[config.mk]
export PLATFORM = sky130hd
export DESIGN_NAME = olu_ctrl
export DESIGN_NICKNAME = d
export VERILOG_FILES = /design/src/olu_pkg.sv /design/src/olu_ctrl.sv
export SDC_FILE = /design/constraint.sdc
export NUM_CORES = 1
export LEC_CHECK = 0
export BUFFER_PORTS_ARGS = -buffer_cell sky130_fd_sc_hd__buf_2
export CORE_AREA = 2 2 39 41
export CTS_CLUSTER_DIAMETER = 100
export DETAILED_ROUTE_END_ITERATION = 6
export DIE_AREA = 0 0 41 43
export PLACE_DENSITY = 0.39
export SLEW_MARGIN = 20
export SYNTH_ARGS = -nofsm -noshare
export SYNTH_HDL_FRONTEND = slang
export SYNTH_SLANG_ARGS = --single-unit
[constraint.sdc]
create_clock -name i_clk -period 1.1 [get_ports i_clk]
set_clock_uncertainty 0.1 [all_clocks]
set_input_delay 0.11 -clock i_clk [delete_from_list [all_inputs] [get_ports i_clk]]
set_output_delay 0.11 -clock i_clk [all_outputs]
set_load 0.03 [all_outputs]
[src/olu_pkg.sv]
// ----------------------------------------------------------------------------
// olu_pkg
// Operation codes, status codes and controller command type.
// ----------------------------------------------------------------------------
package olu_pkg;

    localparam logic [2:0] MODE_INSERT    = 3'd0;
    localparam logic [2:0] MODE_DEL_VALUE = 3'd1;
    localparam logic [2:0] MODE_DEL_POS   = 3'd2;
    localparam logic [2:0] MODE_SEARCH    = 3'd3;
    localparam logic [2:0] MODE_READ      = 3'd4;
    localparam logic [2:0] MODE_MODIFY    = 3'd5;

    localparam logic [1:0] ST_DONE = 2'd0;
    localparam logic [1:0] ST_MISS = 2'd1;
    localparam logic [1:0] ST_FULL = 2'd2;

    localparam logic [7:0] POS_TAIL = 8'hFF;

    typedef struct packed {
        logic load;   // capture the input transfer
        logic cmp;    // match every cell, register hit vector
        logic exec;   // apply operation, load result register
    } t_olu_cmd;

endpackage

[src/olu_ctrl.sv]
// ----------------------------------------------------------------------------
// olu_ctrl
// Sequencer: capture, compare, execute; owns the result valid flag.
// ----------------------------------------------------------------------------
module olu_ctrl (
    input  logic             i_clk,
    input  logic             i_rst_n,
    input  logic             i_in_valid,
    input  logic             i_out_stall,
    output logic             o_in_stall,
    output logic             o_out_valid,
    output olu_pkg::t_olu_cmd o_cmd
);

    typedef enum logic [1:0] {
        S_IDLE,
        S_CMP,
        S_EXEC
    } t_state;

    t_state r_state;
    logic   r_out_valid;
    logic   slot_free;

    assign slot_free = !r_out_valid || !i_out_stall;

    assign o_cmd.load = (r_state == S_IDLE) && i_in_valid;
    assign o_cmd.cmp  = (r_state == S_CMP);
    assign o_cmd.exec = (r_state == S_EXEC) && slot_free;

    assign o_in_stall  = (r_state != S_IDLE);
    assign o_out_valid = r_out_valid;

    always_ff @(posedge i_clk) begin
        if (!i_rst_n) begin
            r_state     <= S_IDLE;
            r_out_valid <= 1'b0;
        end else begin
            if (r_out_valid && !i_out_stall) begin
                r_out_valid <= 1'b0;
            end
            case (r_state)
                S_IDLE: begin
                    if (i_in_valid) begin
                        r_state <= S_CMP;
                    end
                end
                S_CMP: begin
                    r_state <= S_EXEC;
                end
                S_EXEC: begin
                    // hold until the result register can take a new transfer
                    if (slot_free) begin
                        r_out_valid <= 1'b1;
                        r_state     <= S_IDLE;
                    end
                end
                default: begin
                    r_state <= S_IDLE;
                end
            endcase
        end
    end

endmodule

Word-level counts from Yosys, hierarchy flattened
Cells that the tools add are included.
{"block": "word_totals", "out_inout_bits": 5, "regBits": 3, "wordCells": 21, "rom_bits": 0, "latchBits": 0, "in_bits": 4, "mem_count": 0, "mem_bits_rw": 0}
{"block": "op_classes", "n_bitwise": 0, "div_mod_pow": 0, "add_sub_neg": 0, "reduce_logical": 9, "multipliers": 0, "magnitude_cmp": 0, "n_shift": 0, "eq_ne": 4, "mux": 6}
{"operator": "2-bit one-hot mux with 3 select lines", "n": 1}
{"operator": "2-bit 2-to-1 mux", "n": 2}
{"operator": "2-bit inequality test, second input constant", "n": 2}
{"operator": "1-bit logical AND", "n": 3}
{"operator": "1-bit 2-to-1 mux", "n": 3}
{"operator": "2-bit by 1-bit equality test with 1-bit output, second input constant", "n": 1}
{"operator": "2-bit equality test, second input constant", "n": 1}
{"operator": "1-bit zero test", "n": 2}
{"operator": "2-bit zero test", "n": 1}
{"operator": "2-bit AND reduction", "n": 1}
{"operator": "2-bit nonzero test", "n": 1}
{"operator": "1-bit logical OR", "n": 1}

Longest topological paths before layout
Gate-level depths: netlist (run 1).
{"block": "logic_depth", "ltp_word": 5, "mapped_depth": 2, "mapped_depth_nobuf": 2}

Worst setup path before layout (run 1)
OpenSTA, ideal clock, no wires.
{"block": "synth_timing", "path_kind": "reg2out", "start": "register r_out_valid, in the netlist o_out_valid", "end": "output o_cmd[0] (netlist bit)", "setup_slack_ns": -0.069, "stages_incl_launch_ff": 2, "t_required_ns": 0.890, "n_path_buf": 0, "t_arrival_ns": 0.959, "path_cell_list": "dfxtp_1 > a21oi_1"}
{"element": "start: declaration", "line": "olu_ctrl.sv:22", "source": "logic r_out_valid;"}
{"element": "start signal: assignment", "line": "olu_ctrl.sv:37", "source": "r_out_valid <= 1'b0;"}
{"element": "start signal: assignment", "line": "olu_ctrl.sv:40", "source": "r_out_valid <= 1'b0;"}
{"element": "start signal: assignment", "line": "olu_ctrl.sv:54", "source": "r_out_valid <= 1'b1;"}
{"element": "end: declaration", "line": "olu_ctrl.sv:12", "source": "output olu_pkg::t_olu_cmd o_cmd"}

==> impl_metrics.tcl, run 1 <==
set metrics [dict create \
    io_pins 9 \
    routed_wl_um 324 \
    dp.cells 37 \
    cp-start-kind "flip-flop" \
    synth.most_common_cell "dfxtp_1" \
    dieArea_um2 1763 \
    violations "negative setup slack" \
    via_count 141 \
    drive_gt1_share_pct 70.37 \
    synth_top_area_share_pct 44.44 \
    portBuffers 8 \
    synthDistinctLibCells 11 \
    worstSetupPathType "flip-flop to output pin" \
    crit_path_cell_trace "nand2b_4, a21oi_2, buf_6" \
    place_congestion 0.5367 \
    slowest_stage "dfxtp_4" \
    cts_tree "built" \
    leakagePower_nw 0.1268 \
    setup_viol 4 \
    final-seq-area_um2 67.56 \
    start_util_pct 9.765 \
    synth_seq_cells 3 \
    p_switching_w 0.00009820 \
    insertion_delay_ns 0.23 \
    cts_buffers 3 \
    synth_fp_nets 17 \
    synthTopCellsByArea "dfxtp_1 (44%), nor3b_2 (9.3%), and2b_4 (7.4%)" \
    netlist_area_um2 135.1 \
    dp_hpwl_um 240.5 \
    maxCapViolCount 0 \
    hold_class "input pin to flip-flop" \
    timing.fmax_mhz 834.6 \
    worstMarginPinSlew_ns 0.1574 \
    final_util_pct 20.71 \
    cp-end-kind "output pin" \
    grt_pass1_wl_um 552 \
    synth-edff-count 0 \
    fin_crit_sh_pct 108.9 \
    slew_viol_final 0 \
    p_sw_share_pct 25.15 \
    routedWlPerCell_um 7.535 \
    ys_seq_area_share_pct 44.44 \
    arrival_ns 0.99 \
    synthCells 13 \
    yosys_warnings 0 \
    min_period_ns 1.198 \
    clock-sinks 3 \
    p_comb_share_pct 21.1 \
    stdcell_count 43 \
    ys.flop_type "dfxtp_1" \
    path_clk_slew_ns 0.04 \
    fin_ws_ns -0.09815 \
    die_y_um 43 \
    ant_nets 0 \
    coreArea_um2 1384 \
    pwr-share-seq_pct 30.9 \
    rsz0062_at_grt "yes" \
    n_fill_cell 160 \
    via_per_inst 3.279 \
    cp_slowest_stage_delay_ns 0.35 \
    power_w 0.0003905 \
    htreeDepth 1 \
    fp.dieW_um 41 \
    clockRootBuffer "clkbuf_4" \
    p_per_area_nw_per_um2 1363 \
    finalHoldViolations 0 \
    placed_cell_area_um2 205.2 \
    async_flop_share_pct 0 \
    drc_errors 0 \
    ir_drop_mv 0.2293 \
    syn_to_final_growth_pct 112.0 \
    hold_buffers 0 \
    multiInputGateArea_um2 92.59 \
    clockBufferDepth 2 \
    cp_max_fo 5 \
    critPathRequiredTime_ns 0.89 \
    first_pass_iters 2 \
    max_slew_margin_pct 89.50 \
    outcome "finished, violations left" \
    grt_pass1_vias 158 \
    power.internal_w 0.0002923 \
    nets 32 \
    antenna_cells 0 \
    dpl_worst_slack_ns 0.05588 \
    clockPowerShare_pct 48.1 \
    grt_start_max_net_pins 6 \
    fin_area_um2 286.5 \
    synth.avg_cell_area_um2 10.39 \
    grt_usage_pct 5.316 \
    post-synth-top-area-cell "dfxtp_1" \
    drtIter0Drc 1 \
    overflow 0 \
    antenna_found_initial 0 \
    num_rows 14 \
]
==> through the flow <==
stage	setup TNS, ns	hold slack [ns]
CTS	-0.3487	0.0009627
global route	-0.4413	0.006194
global placement	0	0.2508
finish	-0.2831	0.003095
floorplan	0	0.1275
detailed placement	0	0.2452
==> flip-flops by register name (all words and copies together) (netlist names) <==
signal / count
o_out_valid: 1
r_state: 2
==> layout make-up <==
class | count | share of cell area (%)
Clock buffer | 4 | 9.170
Multi-Input combinational cell | 10 | 32.31
Sequential cell | 3 | 23.58
Tap cell | 16 | 6.987
Timing Repair Buffer | 10 | 27.95
==> what timing repair did <==
item                                    4_1_cts  5_1_grt
gates resized for setup                      12        1
pin swaps                                     0        2
endpoints found under the setup margin        4        4
buffers inserted                              0        2
==> cells by family (layout without fill, tap and decap cells) <==
logic type,count (synthesis),after routing,share of synthesized area [%]
AND/OR/NAND/NOR,7,7,40.75
AO/OA/AOI/OAI,3,3,14.82
flip-flops,3,3,44.45
buffers and inverters,0,14,0
==> routing by layer <==
metal  global-route usage [%]  share of wire, %
met3                    3.141                15
met5                        0                 0
met4                    8.000                 0
met2                    7.500                53
met1                    3.526                31
==> worst max-delay path, delay by kind of cell (launching register included) <==
kind,cells,cell delay (ns)
buffers and inverters,1,0.15
AOI/OAI and AO/OA,1,0.12
and+or+nand+nor,1,0.14
DFF,1,0.35
==> final timing paths <==
kind                            slack (ns)     endpoint  cells after the start        start
worst max register to register        0.03   r_state[1]                      3   r_state[1]
worst max-delay path                  -0.1     o_cmd[0]                      3   r_state[0]
worst min-delay path                 0.003   r_state[1]                      2      i_rst_n
worst min register to register        0.40  o_out_valid                      2  o_out_valid
==> cells in the final DEF (no fill, tap or decap) <==
cell type / n
nor3b_4: 1
buf_4: 2
buf_6: 4
a21boi_1: 1
clkbuf_1: 1
buf_2: 4
clkbuf_4: 3
or2_1: 1
nand2_1: 1
dfxtp_1: 1
nand2b_4: 1
and2_1: 1
dfxtp_4: 2
o21a_1: 1
a21oi_2: 1
and2b_4: 1
and4b_1: 1
==> power by group through the flow <==
stage | combinational [W] | clock (W) | sequential (W)
global placement | 0.0000618 | 0 | 0.000123
CTS | 0.0000781 | 0.000198 | 0.000121
detailed placement | 0.0000616 | 0 | 0.000123
global route | 0.0000880 | 0.000211 | 0.000122
floorplan | 0.0000407 | 0 | 0.000124
finish | 0.0000824 | 0.000188 | 0.000120
Power figures use the tool's default switching activity.
==> run 2: changes to the inputs <==
- PLACE_DENSITY: 0.39 -> default
==> run 2 against run 1 <==
The run still ends with negative setup slack left. Sequential power about the same. Final cell count decreased by 4.7%. Die area unchanged. First-iteration DRC count decreased by 100%. Hold slack improved by 0.0065 ns. Routed wire length decreased by 2.2%. Largest cell class unchanged. Highest routed layer unchanged. Design area decreased by 6.1%.
==> impl_metrics.tcl, run 2 (synthesized netlist as in run 1, its figures left out) <==
set metrics [dict create \
    regMostFlops "r_state" \
    hold_class "input pin to flip-flop" \
    ant_nets 0 \
    cp_max_fo 5 \
    via_count 127 \
    routed_wl_um 317 \
    largest_register_ff_count 2 \
    nets 30 \
    start_util_pct 9.765 \
    rsz0062_at_grt "yes" \
    antenna_found_initial 0 \
    violations "negative setup slack" \
    crit_path_cell_trace "nand2b_4, a21oi_2, buf_6" \
    worstMarginPinSlew_ns 0.1667 \
    place_congestion 0.4995 \
    drive_gt1_share_pct 68.00 \
    overflow 0 \
    insertion_delay_ns 0.23 \
    dieArea_um2 1763 \
    first_pass_iters 1 \
    n_fill_cell 155 \
    worst_hold_slack_ns 0.009597 \
    ir_drop_mv 0.2656 \
    dp_hpwl_um 223.5 \
    cp_slowest_stage_delay_ns 0.34 \
    fin_ws_ns -0.07426 \
    r2r-end "r_state[1]" \
    arrival_ns 0.96 \
    maxCapViolCount 0 \
    slowest_stage "dfxtp_2" \
    syn_to_final_growth_pct 99.07 \
    fin_crit_sh_pct 106.8 \
    io_pins 9 \
    outcome "finished, violations left" \
    routedWlPerCell_um 7.732 \
    cts_tree "built" \
    via_per_inst 3.098 \
    fp.dieW_um 41 \
    mostFrequentLayoutCells "buf_2 (4), buf_6 (4), clkbuf_4 (3)" \
    num_rows 14 \
    p_per_area_nw_per_um2 1450 \
    grt_pass1_wl_um 476 \
    min_period_ns 1.174 \
    hold_path.startpoint "i_rst_n" \
    antenna_cells 0 \
    slew_viol_final 0 \
    hold_depth 2 \
    path_delay_family "flip-flops" \
    min_to "r_state[1]" \
    worstSetupPathType "flip-flop to output pin" \
    grt_pass1_vias 133 \
    htreeDepth 1 \
    r2r_slack_ns 0.15 \
    setup_viol 4 \
    timing.critical_path.buf_inv 1 \
    placed_cell_area_um2 205.2 \
    path_clk_slew_ns 0.04 \
    cp-end-kind "output pin" \
    rr_worst_depth 2 \
    max_slew_margin_pct 88.87 \
    clockBufferDepth 2 \
    drc_errors 0 \
    power_w 0.0003899 \
    coreArea_um2 1384 \
    cp-start-kind "flip-flop" \
    portBuffers 8 \
    timing.fmax_mhz 851.6 \
    fin_area_um2 269.0 \
    cts_buffers 3 \
    finalHoldViolations 0 \
    die_y_um 43 \
    critPathRequiredTime_ns 0.89 \
    hold_buffers 0 \
    worstReg2RegStart "r_state[1]" \
    grt_usage_pct 4.810 \
    clock-sinks 3 \
    clockRootBuffer "clkbuf_4" \
    leakagePower_nw 0.1171 \
    drtIter0Drc 0 \
    grt_start_max_net_pins 6 \
]
==> run 2: cell count changes in the layout (fill, tap and decap cells not counted) <==
cell	previous run	this run
buf_4	2	0
dfxtp_2	0	1
dfxtp_4	2	1
==> run 2: worst max path at each step <==
stage,from,end,depth (start not counted)
after floorplan,r_state[1],r_state[0],2
after global routing,r_state[0],o_cmd[0],3
after detailed placement,r_state[0],o_cmd[0],3
after global placement,r_state[0],o_cmd[0],3
after CTS,r_state[0],o_cmd[0],3
final,r_state[0],o_cmd[0],3
==> run 2: stage by stage <==
stage | worst slack [ns] | utilization (%) | TNS (ns) | std cells
floorplan | 0.05918 | - | 0 | 13
global placement | 0.07687 | 14.83 | 0 | 37
detailed placement | 0.07283 | 14.83 | 0 | 37
CTS | -0.09000 | 19.44 | -0.3465 | 41
global route | -0.1280 | 19.44 | -0.4415 | 41
finish | -0.07426 | 19.44 | -0.2869 | 41
==> run 2: layout make-up <==
type / instances / area, µm² / area share, %
clock buffers: 4 / 26.28 / 9.767
multi-input cells: 10 / 92.59 / 34.42
flip-flops and latches: 3 / 65.06 / 24.19
well taps: 16 / 20.02 / 7.442
repair buffers: 8 / 65.06 / 24.19
==> run 2: routing by layer <==
layer  global-route usage, %  share of wire, %  vias up
met1                   4.153                40       51
met5                       0                 0        -
li1                        -                 -       68
met4                   6.000                 0        0
met3                   4.712                16        0
met2                   5.313                44        8
==> run 2: repair_timing <==
item,in CTS,in global routing
endpoints found under the setup margin,4,4
resized for setup,12,0
buffers inserted,0,0
==> run 2: where the power goes <==
| part | total (W) | internal (W) | leakage, nW | switching [W] |
|---|---|---|---|---|
| clock network | 0.000191 | 0.000136 | 0.0150 | 0.0000554 |
| registers | 0.000122 | 0.000114 | 0.0256 | 0.00000806 |
| logic | 0.0000768 | 0.0000397 | 0.0765 | 0.0000372 |
